--- src/design/cnlc_pkg.sv ---
// ----------------------------------------------------------------------------
// cnlc_pkg
// shared widths, card type codes and the result record of the card checker
// ----------------------------------------------------------------------------
package cnlc_pkg;

  // card number width and its decimal form
  localparam int IN_W       = 63;
  localparam int BCD_DIGITS = 19;
  localparam int BCD_W      = 4 * BCD_DIGITS;
  localparam int BIT_CNT_W  = $clog2(IN_W);
  localparam int DIG_CNT_W  = $clog2(BCD_DIGITS);
  localparam int LEN_W      = 5;

  // most digits examined before the number counts as too long
  localparam int MAX_DIGITS = 19;

  // stream widths, whole bytes
  localparam int IN_TDATA_W  = 64;
  localparam int OUT_TDATA_W = 8;

  typedef enum logic [1:0] {
    CARD_INVALID = 2'd0,
    CARD_AMEX    = 2'd1,
    CARD_MASTER  = 2'd2,
    CARD_VISA    = 2'd3
  } card_type_t;

  typedef struct packed {
    logic [LEN_W-1:0] digit_count;
    logic             checksum_ok;
    card_type_t       card_type;
  } cnlc_result_t;

endpackage

--- src/design/cnlc_bin2bcd.sv ---
// ----------------------------------------------------------------------------
// cnlc_bin2bcd
// bit-serial binary to decimal conversion, one input bit per cycle (shift and add 3)
// ----------------------------------------------------------------------------
module cnlc_bin2bcd (
  input  logic                         clk,
  input  logic                         rst_n,
  input  logic                         start,
  input  logic [cnlc_pkg::IN_W-1:0]    bin,
  output logic                         done,
  output logic [cnlc_pkg::BCD_W-1:0]   bcd
);

  logic [cnlc_pkg::IN_W-1:0]      bin_r, bin_nxt;
  logic [cnlc_pkg::BCD_W-1:0]     bcd_r, bcd_nxt, adj;
  logic [cnlc_pkg::BIT_CNT_W-1:0] cnt_r;
  logic                           busy_r;
  logic                           done_r;

  // add 3 to every digit of 5 or more before the shift
  always_comb begin
    for (int k = 0; k < cnlc_pkg::BCD_DIGITS; k++) begin
      adj[k*4 +: 4] = (bcd_r[k*4 +: 4] >= 4'd5) ? bcd_r[k*4 +: 4] + 4'd3 : bcd_r[k*4 +: 4];
    end
    bcd_nxt = {adj[cnlc_pkg::BCD_W-2:0], bin_r[cnlc_pkg::IN_W-1]};
    bin_nxt = {bin_r[cnlc_pkg::IN_W-2:0], 1'b0};
  end

  always_ff @(posedge clk) begin
    if (!rst_n) begin
      busy_r <= 1'b0;
      done_r <= 1'b0;
      cnt_r  <= '0;
    end else begin
      done_r <= 1'b0;
      if (start) begin
        busy_r <= 1'b1;
        cnt_r  <= '0;
      end else if (busy_r) begin
        cnt_r <= cnt_r + 1'b1;
        if (cnt_r == cnlc_pkg::BIT_CNT_W'(cnlc_pkg::IN_W - 1)) begin
          busy_r <= 1'b0;
          done_r <= 1'b1;
        end
      end
    end
  end

  always_ff @(posedge clk) begin
    if (start) begin
      bin_r <= bin;
      bcd_r <= '0;
    end else if (busy_r) begin
      bin_r <= bin_nxt;
      bcd_r <= bcd_nxt;
    end
  end

  assign done = done_r;
  assign bcd  = bcd_r;

endmodule

--- src/design/cnlc_digit_scan.sv ---
// ----------------------------------------------------------------------------
// cnlc_digit_scan
// walks the decimal digits least significant first, one per cycle: luhn sum,
// length and leading digits, then classification
// ----------------------------------------------------------------------------
module cnlc_digit_scan (
  input  logic                          clk,
  input  logic                          rst_n,
  input  logic                          start,
  input  logic [cnlc_pkg::BCD_W-1:0]    bcd,
  output logic                          done,
  output cnlc_pkg::cnlc_result_t        result
);

  logic [cnlc_pkg::BCD_W-1:0]     dig_r;
  logic [cnlc_pkg::DIG_CNT_W-1:0] cnt_r;
  logic                           busy_r;
  logic                           done_r;
  logic [3:0]                     sum_r, sum_nxt;
  logic [cnlc_pkg::LEN_W-1:0]     len_r;
  logic [3:0]                     hi_r, lo_r, prev_r;
  logic                           over_r;

  logic [3:0] d;
  logic [4:0] dbl;
  logic [3:0] dd;
  logic [4:0] acc;

  assign d = dig_r[3:0];

  // odd positions are doubled, nine off when above nine
  always_comb begin
    dbl = {d, 1'b0};
    if (cnt_r[0]) begin
      dd = (dbl > 5'd9) ? 4'(dbl - 5'd9) : dbl[3:0];
    end else begin
      dd = d;
    end
    acc     = {1'b0, sum_r} + {1'b0, dd};
    sum_nxt = (acc >= 5'd10) ? 4'(acc - 5'd10) : acc[3:0];
  end

  always_ff @(posedge clk) begin
    if (!rst_n) begin
      busy_r <= 1'b0;
      done_r <= 1'b0;
      cnt_r  <= '0;
    end else begin
      done_r <= 1'b0;
      if (start) begin
        busy_r <= 1'b1;
        cnt_r  <= '0;
      end else if (busy_r) begin
        cnt_r <= cnt_r + 1'b1;
        if (cnt_r == cnlc_pkg::DIG_CNT_W'(cnlc_pkg::BCD_DIGITS - 1)) begin
          busy_r <= 1'b0;
          done_r <= 1'b1;
        end
      end
    end
  end

  always_ff @(posedge clk) begin
    if (start) begin
      dig_r  <= bcd;
      sum_r  <= '0;
      len_r  <= '0;
      hi_r   <= '0;
      lo_r   <= '0;
      prev_r <= '0;
      over_r <= 1'b0;
    end else if (busy_r) begin
      dig_r  <= {4'd0, dig_r[cnlc_pkg::BCD_W-1:4]};
      sum_r  <= sum_nxt;
      prev_r <= d;
      if (d != 4'd0) begin
        if (cnt_r < cnlc_pkg::DIG_CNT_W'(cnlc_pkg::MAX_DIGITS)) begin
          len_r <= cnlc_pkg::LEN_W'(cnt_r) + 1'b1;
          hi_r  <= d;
          lo_r  <= prev_r;
        end else begin
          over_r <= 1'b1;
        end
      end
    end
  end

  // classification from the final count and leading digit pair
  always_comb begin
    result = '0;
    result.card_type = cnlc_pkg::CARD_INVALID;
    if (over_r) begin
      result.digit_count = cnlc_pkg::LEN_W'(cnlc_pkg::MAX_DIGITS);
      result.checksum_ok = 1'b0;
    end else begin
      result.digit_count = len_r;
      result.checksum_ok = (sum_r == 4'd0);
      if (sum_r == 4'd0) begin
        if (len_r == 5'd15 && hi_r == 4'd3 && (lo_r == 4'd4 || lo_r == 4'd7)) begin
          result.card_type = cnlc_pkg::CARD_AMEX;
        end else if (len_r == 5'd16 && hi_r == 4'd5 && lo_r >= 4'd1 && lo_r <= 4'd5) begin
          result.card_type = cnlc_pkg::CARD_MASTER;
        end else if ((len_r == 5'd13 || len_r == 5'd16) && hi_r == 4'd4) begin
          result.card_type = cnlc_pkg::CARD_VISA;
        end
      end
    end
  end

  assign done = done_r;

endmodule

--- src/design/card_number_luhn_classify.sv ---
// ----------------------------------------------------------------------------
// card_number_luhn_classify
// path: an input transfer starts the conversion, one input bit at a time, then
// the digit walk over the decimal digits, then the handover into the output
// register; the next input is taken once the result has moved into the output
// register, even while it waits for out_tready
// reset: synchronous active-low rst_n clears all control; no clearing pass
// ----------------------------------------------------------------------------
module card_number_luhn_classify (
  input  logic                               clk,
  input  logic                               rst_n,
  // input channel
  input  logic                               in_tvalid,
  output logic                               in_tready,
  input  logic [cnlc_pkg::IN_TDATA_W-1:0]    in_tdata,   // [62:0] pan value, [63] zero
  // result channel
  output logic                               out_tvalid,
  input  logic                               out_tready,
  output logic [cnlc_pkg::OUT_TDATA_W-1:0]   out_tdata   // [1:0] card_type, [2] checksum_ok,
                                                         // [7:3] digit_count
);

  logic                          busy_r;       // a card is in conversion, in scan or waiting for the output register
  logic                          pend_r;       // scan result waiting for the output register
  logic                          out_tvalid_r;
  cnlc_pkg::cnlc_result_t        out_res_r;

  logic                          in_xfer;
  logic                          b2b_done;
  logic [cnlc_pkg::BCD_W-1:0]    bcd;
  logic                          scan_done;
  cnlc_pkg::cnlc_result_t        scan_res;
  logic                          load;

  assign in_tready = !busy_r;
  assign in_xfer   = in_tvalid && in_tready;

  // binary to decimal, one bit per cycle
  cnlc_bin2bcd u_bin2bcd (
    .clk   (clk),
    .rst_n (rst_n),
    .start (in_xfer),
    .bin   (in_tdata[cnlc_pkg::IN_W-1:0]),
    .done  (b2b_done),
    .bcd   (bcd)
  );

  // digit walk, started as soon as the decimal form is complete
  cnlc_digit_scan u_digit_scan (
    .clk    (clk),
    .rst_n  (rst_n),
    .start  (b2b_done),
    .bcd    (bcd),
    .done   (scan_done),
    .result (scan_res)
  );

  // the scan result stays put until the next start, so it can wait in place
  // for a free output register
  assign load = pend_r && (!out_tvalid_r || out_tready);

  always_ff @(posedge clk) begin
    if (!rst_n) begin
      busy_r       <= 1'b0;
      pend_r       <= 1'b0;
      out_tvalid_r <= 1'b0;
    end else begin
      if (in_xfer) begin
        busy_r <= 1'b1;
      end
      if (scan_done) begin
        pend_r <= 1'b1;
      end
      if (load) begin
        pend_r       <= 1'b0;
        busy_r       <= 1'b0;
        out_tvalid_r <= 1'b1;
      end else if (out_tvalid_r && out_tready) begin
        out_tvalid_r <= 1'b0;
      end
    end
  end

  // output payload
  always_ff @(posedge clk) begin
    if (load) begin
      out_res_r <= scan_res;
    end
  end

  assign out_tvalid = out_tvalid_r;
  assign out_tdata  = out_res_r;

  // a card never enters while another is still in conversion or scan
  a_no_start_when_busy: assert property (@(posedge clk) disable iff (!rst_n)
    in_xfer |-> !pend_r && !b2b_done && !scan_done)
    else $error("input transfer while a card is in flight");

  // each conversion finish hands to an idle scan with no result pending
  a_handover_clean: assert property (@(posedge clk) disable iff (!rst_n)
    b2b_done |-> busy_r && !pend_r)
    else $error("conversion finished outside a busy period");

  // a result is only loaded for a card that was accepted
  a_load_in_busy: assert property (@(posedge clk) disable iff (!rst_n)
    load |-> busy_r)
    else $error("result loaded with no card in flight");

  // a typed card always carries a passing checksum
  a_type_needs_sum: assert property (@(posedge clk) disable iff (!rst_n)
    out_tvalid_r && (out_res_r.card_type != cnlc_pkg::CARD_INVALID) |-> out_res_r.checksum_ok)
    else $error("card type given with failing checksum");

endmodule
--- config.mk ---
export PLATFORM = sky130hd
export DESIGN_NAME = card_number_luhn_classify
export DESIGN_NICKNAME = d
export VERILOG_FILES = /design/src/design/cnlc_pkg.sv /design/src/design/cnlc_bin2bcd.sv /design/src/design/cnlc_digit_scan.sv /design/src/design/card_number_luhn_classify.sv
export SDC_FILE = /design/constraint.sdc
export NUM_CORES = 1
export LEC_CHECK = 0
export BUFFER_PORTS_ARGS = -buffer_cell sky130_fd_sc_hd__buf_4
export CORE_MARGIN = 2
export CORE_UTILIZATION = 25
export CTS_BUF_LIST = sky130_fd_sc_hd__clkbuf_16
export DETAILED_ROUTE_END_ITERATION = 12
export PLACE_DENSITY_LB_ADDON = 0.1
export SLEW_MARGIN = 20
export SYNTH_ARGS = -nofsm -noshare
export SYNTH_HDL_FRONTEND = slang
export SYNTH_SLANG_ARGS = --single-unit
export TNS_END_PERCENT = 20
--- constraint.sdc ---
create_clock -name clk -period 7.7 [get_ports clk]
set_clock_uncertainty 0.1 [all_clocks]
set_input_delay 1.155 -clock clk [delete_from_list [all_inputs] [get_ports clk]]
set_output_delay 1.155 -clock clk [all_outputs]
set_load 0.05 [all_outputs]
==> qor.txt, run 1 <==
largest net degree at the start of global routing -> 97
final wirelength -> 25200 um
Fillers -> 5076
Area Overhead vs Synth -> 18.9%
critical path class -> flip-flop to flip-flop
Overflow after GRT -> 0
share of layout cells above drive strength 1 -> 16.6%
Yosys reg bits -> 263
ys flop type -> edfxtp_1
async set-reset flop share out of synthesis -> 0%
RSZ-0062 raised after global routing -> no
DRC -> 0
Final #Nets -> 1369
clock slew at reported path FFs -> 0.06 ns
die footprint -> 51300 um2
Fin. Hold Viols -> 0
hold_buf cts -> 0
H-tree lvl count -> 2
MaxCap Viol Count -> 0
Slew headroom -> 33.5%
Leak -> 5.52 nW
Root Buffer Master -> clkbuf_16
measured slew at the worst slew-check pin -> 0.998 ns
WL/cell -> 13.0 um
post-DP HPWL -> 15000 um
most frequent cells in the layout -> 236 x nand2_1, 147 x edfxtp_1, 114 x dfxtp_1
WP data arrival -> 4.07 ns
first-pass GRT wire length -> 42600 um
Starting DRT DRC Count -> 372
hold_ws -> 0.352 ns
GRT Total Usage -> 10.2%
CP max FO -> 6
critical path launch point type -> flip-flop
vias in the first global route -> 8240
Mapped Nets -> 1306
TritonRoute pass-1 iters -> 4
Final Slew Violations -> 0
outcome -> finished clean
Finish-stage setup viols -> 0
antenna viol nets, final -> 0
commonest non-fill, non-tap cell in the layout -> nand2_1
Avg Inst Size Synth -> 10.4 um2
Critical Path Max Stage Delay -> 0.49 ns
n_diodes -> 0
initial antenna violation count -> 0
fin crit share -> 48.7%
Mapped Cells -> 1189
Row Count -> 81
Setup TNS -> 0 ns
CTS sink cnt -> 263
I/O pins -> 78
Longest Clk Path Bufs -> 3
Ys Warns -> 0
total power -> 3.33 mW
worst skew pair latency -> 0.51 ns
CTS buffer count -> 34
Max Fclk -> 0.266 GHz
CP cell instances -> inv_1 -> ha_1 -> inv_1 -> a21oi_1 -> xnor2_1 -> nand2_1 -> a21boi_0 -> fa_1 -> xnor2_2 -> inv_1 -> ha_1 -> o31ai_1 -> a311o_1 -> or3_1 -> a311oi_2
gpl congestion -> 0.694
sequential element share of the synthesized area -> 54.4%
Port Buf Inserts -> 76
worst path required time -> 8.02 ns
CP Capture Type -> flip-flop
chip width -> 227 um
Post-CTS Resized -> 0
Vias/cell -> 4.22
class of the worst hold path -> flip-flop to flip-flop
pwr dens -> 226 nW/um2
Final Critical Period -> 3.75 ns
Post-synth EDFFs -> 147
distinct cell type count of the synthesized netlist -> 47
Mapped Area -> 12400 um2
total number of vias -> 8191
initial cell density of the core -> 25.3%
die span in y -> 227 um
maximum VDD drop -> 0.0000966 V
CTS tree -> done
Slowest cell on crit path -> edfxtp_1
post-CTS setup buffer count -> 0
core area -> 49000 um2
Critical Path Most Common Cell -> inv_1
## cells in the mapped netlist, types with 37 or more instances
| cell | n | area, um2 |
|---|---|---|
| a21oi_1 | 63 | 315 |
| clkbuf_1 | 46 | 173 |
| dfxtp_1 | 116 | 2320 |
| edfxtp_1 | 147 | 4410 |
| ha_1 | 48 | 601 |
| inv_1 | 53 | 199 |
| mux2_2 | 73 | 822 |
| mux2i_1 | 37 | 370 |
| nand2_1 | 238 | 893 |
| nand2b_1 | 58 | 363 |
| nand3_1 | 44 | 220 |
| nor2_1 | 66 | 248 |
| o21ai_0 | 43 | 215 |
| xnor2_1 | 42 | 368 |
## report_power, final
part           internal, mW  switching [mW]  total [mW]
clock network         0.925           0.604        1.53
registers              1.55          0.0315        1.58
logic                0.0909           0.124       0.215
total                  2.57           0.760        3.33
## state kept, by name, indices dropped and copies added, names as in the netlist
register / count
u_digit_scan.cnt_r: 5
busy_r: 1
out_tdata: 8
u_bin2bcd.bcd: 76
u_digit_scan.prev_r: 4
u_digit_scan.over_r: 1
u_digit_scan.dig_r: 76
pend_r: 1
u_bin2bcd.bin_r: 63
u_bin2bcd.busy_r: 1
u_bin2bcd.done: 1
u_digit_scan.busy_r: 1
u_digit_scan.len_r: 5
u_digit_scan.done: 1
out_tvalid: 1
u_bin2bcd.cnt_r: 6
u_digit_scan.lo_r: 4
u_digit_scan.hi_r: 4
u_digit_scan.sum_r: 4
## cell type report
type | instances | area, um2 | area share [%]
Sequential cell | 263 | 6740 | 45.8
Clock inverter | 25 | 150 | 1.02
Clock buffer | 37 | 926 | 6.29
Timing Repair Buffer | 83 | 623 | 4.23
Inverter | 53 | 199 | 1.35
Tap cell | 664 | 831 | 5.64
Multi-Input combinational cell | 817 | 5250 | 35.7
## metal layers
layer	wire [um]	GRT usage, %	up-vias
li1	-	-	4213
met1	12800	14.1	3837
met2	10800	15.6	103
met3	990	2.28	38
met4	530	3.33	0
met5	0	0	-
## cells by family after synthesis
family,share of synthesized area [%]
DFF,54.4
adders and majority gates,5.01
muxes,9.63
xor gates and xnor gates,3.74
buffers and inverters,3.41
and+or+nand+nor,15.8
AOI/OAI and AO/OA,8.03
## path summary, 6_finish.rpt
check	start	end	slack, ns	cells past startpoint
max	u_digit_scan.dig_r[1]$_DFFE_PP_	u_digit_scan.sum_r[1]$_SDFFE_PP0P_	3.95	15
min	u_digit_scan.done$_SDFF_PP0_	pend_r$_SDFFE_PP0P_	0.35	2
max reg2reg	u_digit_scan.dig_r[1]$_DFFE_PP_	u_digit_scan.sum_r[1]$_SDFFE_PP0P_	3.95	15
min reg2reg	u_digit_scan.done$_SDFF_PP0_	pend_r$_SDFFE_PP0P_	0.35	2
## through the flow
| stage | utilization [%] | cells | instance area (um2) | worst slack [ns] |
|---|---|---|---|---|
| after global placement | 27.9 | 1880 | 13600 | 3.95 |
| after floorplan | - | 1189 | 12400 | 4.34 |
| after CTS | 30.1 | 1942 | 14700 | 3.94 |
| after detailed placement | 27.9 | 1880 | 13600 | 3.95 |
| final | 30.1 | 1942 | 14700 | 3.95 |
| after global routing | 30.1 | 1942 | 14700 | 3.71 |
## critical path: cells and delay by family, from the launching register on
| kind | cells | cell delay (ns) |
|---|---|---|
| compound gates | 5 | 1.10 |
| fa+ha+maj | 3 | 0.97 |
| flops | 1 | 0.49 |
| simple gates | 2 | 0.42 |
| xor+xnor | 2 | 0.34 |
| buf+inv | 3 | 0.26 |
Note: power is estimated with default switching activity, not from simulation.
==> inputs of run 2 (changes only) <==
Clock period 7.7 ns to 3.1 ns, I/O delays scaled along.
==> run 2 against run 1 <==
- the run now ends with negative setup slack left
- wire length up 2.7%
- critical path depth unchanged
- final area increased by 0.74%
- clock-buffer cell count fell by 2
- first-iteration DRC count up 0.27%
- sequential cell count unchanged
- core utilization rose by 0.22 points
- clock power up 130%
- worst setup slack got worse by 4.0 ns
- combinational power grew to 2.8 times the previous value
- via count up 0.73%
- global-route usage rose by 0.30 points
- critical endpoint unchanged
- largest power group unchanged
==> qor.txt, run 2 (synthesis results as in run 1) <==
CTS buffer count -> 34 (unchanged)
largest net degree at the start of global routing -> 140 (was 97)
WL/cell -> 13.2 um (was 13.0 um)
vias in the first global route -> 8479 (was 8240)
critical path class -> flip-flop to flip-flop (unchanged)
TritonRoute pass-1 iters -> 4 (unchanged)
initial cell density of the core -> 25.3% (unchanged)
Root Buffer Master -> clkbuf_16 (unchanged)
Leak -> 5.58 nW (was 5.52 nW)
CTS sink cnt -> 263 (unchanged)
Post-Place Cells -> 1895 (was 1880)
Final Critical Period -> 3.17 ns (was 3.75 ns)
share of layout cells above drive strength 1 -> 18.1% (was 16.6%)
failing checks -> negative setup slack
chip width -> 227 um (unchanged)
H-tree lvl count -> 2 (unchanged)
Starting DRT DRC Count -> 373 (was 372)
Critical Path Max Stage Delay -> 0.40 ns (was 0.49 ns)
Max Fclk -> 0.316 GHz (was 0.266 GHz)
measured slew at the worst slew-check pin -> 0.798 ns (was 0.998 ns)
Fin. Hold Viols -> 0 (unchanged)
hold_ws -> 0.0868 ns (was 0.352 ns)
Longest Clk Path Bufs -> 3 (unchanged)
Port Buf Inserts -> 76 (unchanged)
class of the worst hold path -> primary input to flip-flop (was flip-flop to flip-flop)
commonest non-fill, non-tap cell in the layout -> nand2_1 (unchanged)
critical path launch point type -> flip-flop (unchanged)
GRT Total Usage -> 10.5% (was 10.2%)
Slowest cell on crit path -> edfxtp_1 (unchanged)
most frequent cells in the layout -> 236 x nand2_1, 147 x edfxtp_1, 114 x dfxtp_1 (unchanged)
post-CTS setup buffer count -> 0 (unchanged)
n_diodes -> 0 (unchanged)
CTS tree -> done (unchanged)
maximum VDD drop -> 0.000396 V (was 0.0000966 V)
MaxCap Viol Count -> 0 (unchanged)
total power -> 8.07 mW (was 3.33 mW)
Final #Nets -> 1384 (was 1369)
Overflow after GRT -> 0 (unchanged)
fin crit share -> 102% (was 48.7%)
post-DP HPWL -> 15700 um (was 15000 um)
total number of vias -> 8251 (was 8191)
Vias/cell -> 4.22 (about the same)
Final Slew Violations -> 0 (unchanged)
multi-input gate area in the final layout -> 5270 um2 (was 5250 um2)
CP max FO -> 3 (was 6)
Row Count -> 81 (unchanged)
antenna viol nets, final -> 0 (unchanged)
pwr dens -> 544 nW/um2 (was 226 nW/um2)
WP data arrival -> 3.50 ns (was 4.07 ns)
Finish-stage setup viols -> 1 (was 0)
initial antenna violation count -> 0 (unchanged)
Reg area -> 6740 um2 (unchanged)
RSZ-0062 raised after global routing -> yes (was no)
Area Overhead vs Synth -> 19.8% (was 18.9%)
die span in y -> 227 um (unchanged)
CP cell instances -> inv_2 -> ha_2 -> inv_1 -> a21oi_2 -> xnor2_1 -> nand2_1 -> a21boi_1 -> fa_2 -> xnor2_2 -> inv_1 -> ha_2 -> o31ai_1 -> a311o_1 -> or3_1 -> a311oi_2 (was inv_1 -> ha_1 -> inv_1 -> a21oi_1 -> xnor2_1 -> nand2_1 -> a21boi_0 -> fa_1 -> xnor2_2 -> inv_1 -> ha_1 -> o31ai_1 -> a311o_1 -> or3_1 -> a311oi_2)
Fillers -> 5115 (was 5076)
gpl congestion -> 0.706 (was 0.694)
setup ws final -> -0.0670 ns (was 3.95 ns)
first-pass GRT wire length -> 43700 um (was 42600 um)
final wirelength -> 25800 um (was 25200 um)
Worst Path Buf+Inv -> 3 (unchanged)
DRC -> 0 (unchanged)
outcome -> finished with violations (was finished clean)
core area -> 49000 um2 (unchanged)
worst skew pair latency -> 0.53 ns (was 0.51 ns)
CP Capture Type -> flip-flop (unchanged)
worst path required time -> 3.43 ns (was 8.02 ns)
clock slew at reported path FFs -> 0.06 ns (about the same)
Slew headroom -> 46.8% (was 33.5%)
final non-filler cell total -> 1956 (was 1942)
cell family with most CP delay -> compound AO/OA/AOI/OAI gates (unchanged)
I/O pins -> 78 (unchanged)
die footprint -> 51300 um2 (unchanged)
-- run 2: per-stage QoR --
step | util (%) | area, um2 | setup slack [ns] | TNS [ns]
finish | 30.3 | 14800 | -0.0670 | -0.0670
global route | 30.3 | 14800 | -0.265 | -0.699
CTS | 30.3 | 14800 | -0.0891 | -0.0891
detailed placement | 28.2 | 13800 | -0.0898 | -0.0898
global placement | 28.2 | 13800 | -0.0355 | -0.0355
floorplan | - | 12400 | -0.0576 | -0.0576
-- run 2: power by group --
group | internal [mW] | switching [mW] | total (mW)
Sequential | 3.85 | 0.0649 | 3.91
Clock | 2.04 | 1.52 | 3.57
Combinational | 0.260 | 0.335 | 0.595
Total | 6.15 | 1.92 | 8.07
-- run 2: worst register-to-register path: stages (launching register included) --
cell and delay (ns):
edfxtp_1 0.40, inv_2 0.08, ha_2 0.17, inv_1 0.05, a21oi_2 0.17, xnor2_1 0.14
nand2_1 0.08, a21boi_1 0.16, fa_2 0.37, xnor2_2 0.15, inv_1 0.07, ha_2 0.19
o31ai_1 0.07, a311o_1 0.34, or3_1 0.33, a311oi_2 0.23
-- run 2: area by class of cell --
type                            instances  area share [%]
Multi-Input combinational cell        817            35.5
Tap cell                              664            5.60
Inverter                               53            1.34
Clock buffer                           35            5.90
Clock inverter                         26           0.877
Timing Repair Buffer                   98            5.30
Sequential cell                       263            45.5
-- run 2: per-layer routing --
metal	wire (um)	part of all wire (%)	up-vias	GRT usage [%]
li1	-	-	4241	-
met1	12500	49	3888	13.8
met2	11900	46	79	17.1
met3	821	3.2	43	2.05
met4	583	2.3	0	3.42
met5	0	0	-	0
-- run 2: what timing repair did --
item                                   in CTS  in global routing
cloned                                      0                  0
setup endpoints to repair                   2                  3
endpoints found under the hold margin       0                  0
hold buffers                                0                  0
gates resized for setup                     2                  3
pin swaps                                   0                  1
-- run 2: path summary, 6_finish.rpt --
kind                                         from                                 end  slack, ns  depth (start not counted)
hold reg to reg      u_digit_scan.done$_SDFF_PP0_                 pend_r$_SDFFE_PP0P_       0.34                          2
setup / recovery  u_digit_scan.dig_r[1]$_DFFE_PP_  u_digit_scan.sum_r[1]$_SDFFE_PP0P_      -0.07                         15
setup reg to reg  u_digit_scan.dig_r[1]$_DFFE_PP_  u_digit_scan.sum_r[1]$_SDFFE_PP0P_      -0.07                         15
hold / removal                          in_tvalid                 busy_r$_SDFFE_PP0P_       0.09                          3
==> inputs of run 3 (changes only) <==
Settings changed: CORE_UTILIZATION 25 to 55, SYNTH_HIERARCHICAL from default to 1.
==> run 3 against run 2 <==
- the run still ends with negative setup slack left
- worst setup slack worse by 0.036 ns
- wire length down 10%
- highest routed layer unchanged
- worst hold slack better by 0.023 ns
- combinational power up 120%
- final area down 0.82%
- first-iteration DRC count up 34%
==> qor.txt, run 3 <==
power share of the combinational group -> 14.6% (was 7.4%)
worst skew pair latency -> 0.53 ns (about the same)
core area -> 22600 um2 (was 49000 um2)
Final Slew Violations -> 0 (unchanged)
CP max FO -> 3 (unchanged)
Max Fclk -> 0.312 GHz (was 0.316 GHz)
die footprint -> 24300 um2 (was 51300 um2)
largest net degree at the start of global routing -> 79 (was 140)
Finish-stage setup viols -> 1 (unchanged)
WL/cell -> 15.5 um (was 13.2 um)
Fin. Hold Viols -> 0 (unchanged)
Longest Clk Path Bufs -> 3 (unchanged)
final wirelength -> 23200 um (was 25800 um)
ys flop type -> edfxtp_1 (unchanged)
n_diodes -> 0 (unchanged)
P_sw -> 2.28 mW (was 1.92 mW)
Overflow after GRT -> 0 (unchanged)
CTS buffer count -> 29 (was 34)
Final #Nets -> 1311 (was 1384)
post-DP HPWL -> 14800 um (was 15700 um)
critical path launch point type -> flip-flop (unchanged)
Switching Share -> 25.3% (was 23.8%)
Slew headroom -> 34.2% (was 46.8%)
most frequent cells in the layout -> 147 x edfxtp_1, 135 x mux2_2, 114 x dfxtp_1 (was 236 x nand2_1, 147 x edfxtp_1, 114 x dfxtp_1)
total power -> 9.02 mW (was 8.07 mW)
setup ws final -> -0.103 ns (was -0.0670 ns)
CTS tree -> done (unchanged)
Vias/cell -> 5.73 (was 4.22)
critical path class -> flip-flop to flip-flop (unchanged)
DRC -> 0 (unchanged)
measured slew at the worst slew-check pin -> 0.985 ns (was 0.798 ns)
pwr dens -> 613 nW/um2 (was 544 nW/um2)
Final Critical Period -> 3.20 ns (was 3.17 ns)
die span in y -> 156 um (was 227 um)
Mapped Nets -> 1226 (was 1306)
clock slew at reported path FFs -> 0.06 ns (about the same)
fin crit share -> 103% (was 102%)
Fillers -> 1758 (was 5115)
Post-synth top cells -> 147 x edfxtp_1, 135 x mux2_2, 116 x dfxtp_1 (was 238 x nand2_1, 147 x edfxtp_1, 116 x dfxtp_1)
Reg area -> 6740 um2 (unchanged)
share of layout cells above drive strength 1 -> 26.8% (was 18.1%)
class of the worst hold path -> primary input to flip-flop (unchanged)
TritonRoute pass-1 iters -> 5 (was 4)
H-tree lvl count -> 1 (was 2)
Leak -> 5.31 nW (was 5.58 nW)
distinct cell type count of the synthesized netlist -> 60 (was 47)
hold_buf cts -> 0 (unchanged)
async set-reset flop share out of synthesis -> 0% (unchanged)
I/O pins -> 78 (unchanged)
vias in the first global route -> 8063 (was 8479)
Port Buf Inserts -> 76 (unchanged)
CP Capture Type -> flip-flop (unchanged)
CTS sink cnt -> 263 (unchanged)
Ys Warns -> 6 (was 0)
worst path required time -> 3.44 ns (was 3.43 ns)
multi-input gate area in the final layout -> 5450 um2 (was 5270 um2)
most common cell in the netlist -> edfxtp_1 (was nand2_1)
internal power -> 6.73 mW (was 6.15 mW)
Mapped Area -> 12700 um2 (was 12400 um2)
Clock power frac -> 38.1% (was 44.2%)
Yosys reg bits -> 263 (unchanged)
Starting DRT DRC Count -> 500 (was 373)
Row Count -> 55 (was 81)
Avg Inst Size Synth -> 11.5 um2 (was 10.4 um2)
maximum VDD drop -> 0.000439 V (was 0.000396 V)
Mapped Cells -> 1109 (was 1189)
GRT Total Usage -> 19.1% (was 10.5%)
Reg power frac -> 47.3% (was 48.5%)
failing checks -> negative setup slack (unchanged)
Root Buffer Master -> clkbuf_16 (unchanged)
outcome -> finished with violations (unchanged)
antenna viol nets, final -> 0 (unchanged)
WP data arrival -> 3.54 ns (was 3.50 ns)
total number of vias -> 8601 (was 8251)
gpl congestion -> 0.807 (was 0.706)
MaxCap Viol Count -> 0 (unchanged)
chip width -> 156 um (was 227 um)
Area contributors post-synth -> edfxtp_1 35%, dfxtp_1 18%, mux2_2 12% (was edfxtp_1 36%, dfxtp_1 19%, nand2_1 7.2%)
sequential element share of the synthesized area -> 53.0% (was 54.4%)
commonest non-fill, non-tap cell in the layout -> edfxtp_1 (was nand2_1)
Setup TNS -> -0.103 ns (was -0.0670 ns)
largest area contributor in the netlist -> edfxtp_1 (unchanged)
Post-synth EDFFs -> 147 (unchanged)
initial antenna violation count -> 0 (unchanged)
first-pass GRT wire length -> 38800 um (was 43700 um)
Area Overhead vs Synth -> 15.9% (was 19.8%)
RSZ-0062 raised after global routing -> yes (unchanged)
initial cell density of the core -> 56.1% (was 25.3%)
top cell type's share of synthesized area -> 34.8% (was 35.6%)
## run 3: cell count changes in the layout (fill, tap and decap cells not counted), moves of 20 or more
cell	before	now
nand2b_1	58	8
mux2_2	73	135
nor3_1	5	36
nand2_1	236	43
xnor2_1	42	5
o21ai_1	0	30
nand3_1	44	24
## run 3: metrics by stage
stage	util, %	hold WS (ns)	instance area, um2	setup slack [ns]	instances
detailed placement	60.4	0.354	13700	-0.0994	1444
global route	65.0	0.113	14700	-0.226	1501
global placement	60.4	0.341	13700	0.0383	1444
finish	65.0	0.110	14700	-0.103	1501
CTS	64.7	0.0971	14700	-0.0927	1500
floorplan	-	0.334	12700	-0.0547	1109
## run 3: kinds of logic after synthesis
kind of cell             share of synthesized area, %
buffers and inverters                            4.54
adder cells (fa/ha/maj)                          4.89
XOR/XNOR                                         1.09
AO/OA/AOI/OAI                                    13.4
AND/OR/NAND/NOR                                  9.35
multiplexers                                     13.6
flip-flops                                       53.0
## run 3: timing repair
| action | in CTS | in global routing |
|---|---|---|
| hold endpoints to repair | 0 | 0 |
| gates resized for setup | 1 | 14 |
| setup endpoints to repair | 3 | 3 |
| buffers inserted | 3 | 1 |
| pin swaps | 3 | 12 |
## run 3: worst max-delay path: stages (launching register included)
cell and delay [ns]:
edfxtp_1 0.40, inv_2 0.09, ha_4 0.14, inv_4 0.04, a21oi_4 0.14, xnor2_1 0.15
nand2_1 0.08, a21boi_2 0.18, fa_2 0.37, xnor2_2 0.15, inv_1 0.09, ha_4 0.14
o31ai_2 0.05, a311o_1 0.36, or3_1 0.38, a311oi_2 0.25
## run 3: path summary, 6_finish.rpt
check,to,cells after the start,startpoint,slack (ns)
max,u_digit_scan/sum_r[1]$_SDFFE_PP0P_,15,u_digit_scan/dig_r[1]$_DFFE_PP_,-0.10
min,busy_r$_SDFFE_PP0P_,3,in_tvalid,0.11
max reg2reg,u_digit_scan/sum_r[1]$_SDFFE_PP0P_,15,u_digit_scan/dig_r[1]$_DFFE_PP_,-0.10
min reg2reg,pend_r$_SDFFE_PP0P_,2,u_digit_scan/done$_SDFF_PP0_,0.37
## run 3: power by group through the flow
stage | Sequential [mW] | Combinational, mW | Clock, mW
finish | 4.27 | 1.32 | 3.44
global route | 4.32 | 1.49 | 3.66
global placement | 4.34 | 1.24 | 0
floorplan | 4.24 | 0.994 | 0
CTS | 4.27 | 1.29 | 3.52
detailed placement | 4.34 | 1.28 | 0
## run 3: cell type report
class,instances,share of cell area (%)
Clock buffer,29,4.93
Clock inverter,24,1.58
Inverter,81,2.08
Multi-Input combinational cell,709,37.1
Sequential cell,263,45.8
Tap cell,285,2.42
Timing Repair Buffer,110,6.06
## run 3: routing by layer
| metal | track usage (%) | vias up | routed length, um |
|---|---|---|---|
| li1 | - | 4293 | - |
| met2 | 30.5 | 195 | 10800 |
| met3 | 3.11 | 29 | 1100 |
| met1 | 27.2 | 4084 | 11000 |
| met5 | 0 | - | 0 |
| met4 | 4.98 | 0 | 354 |
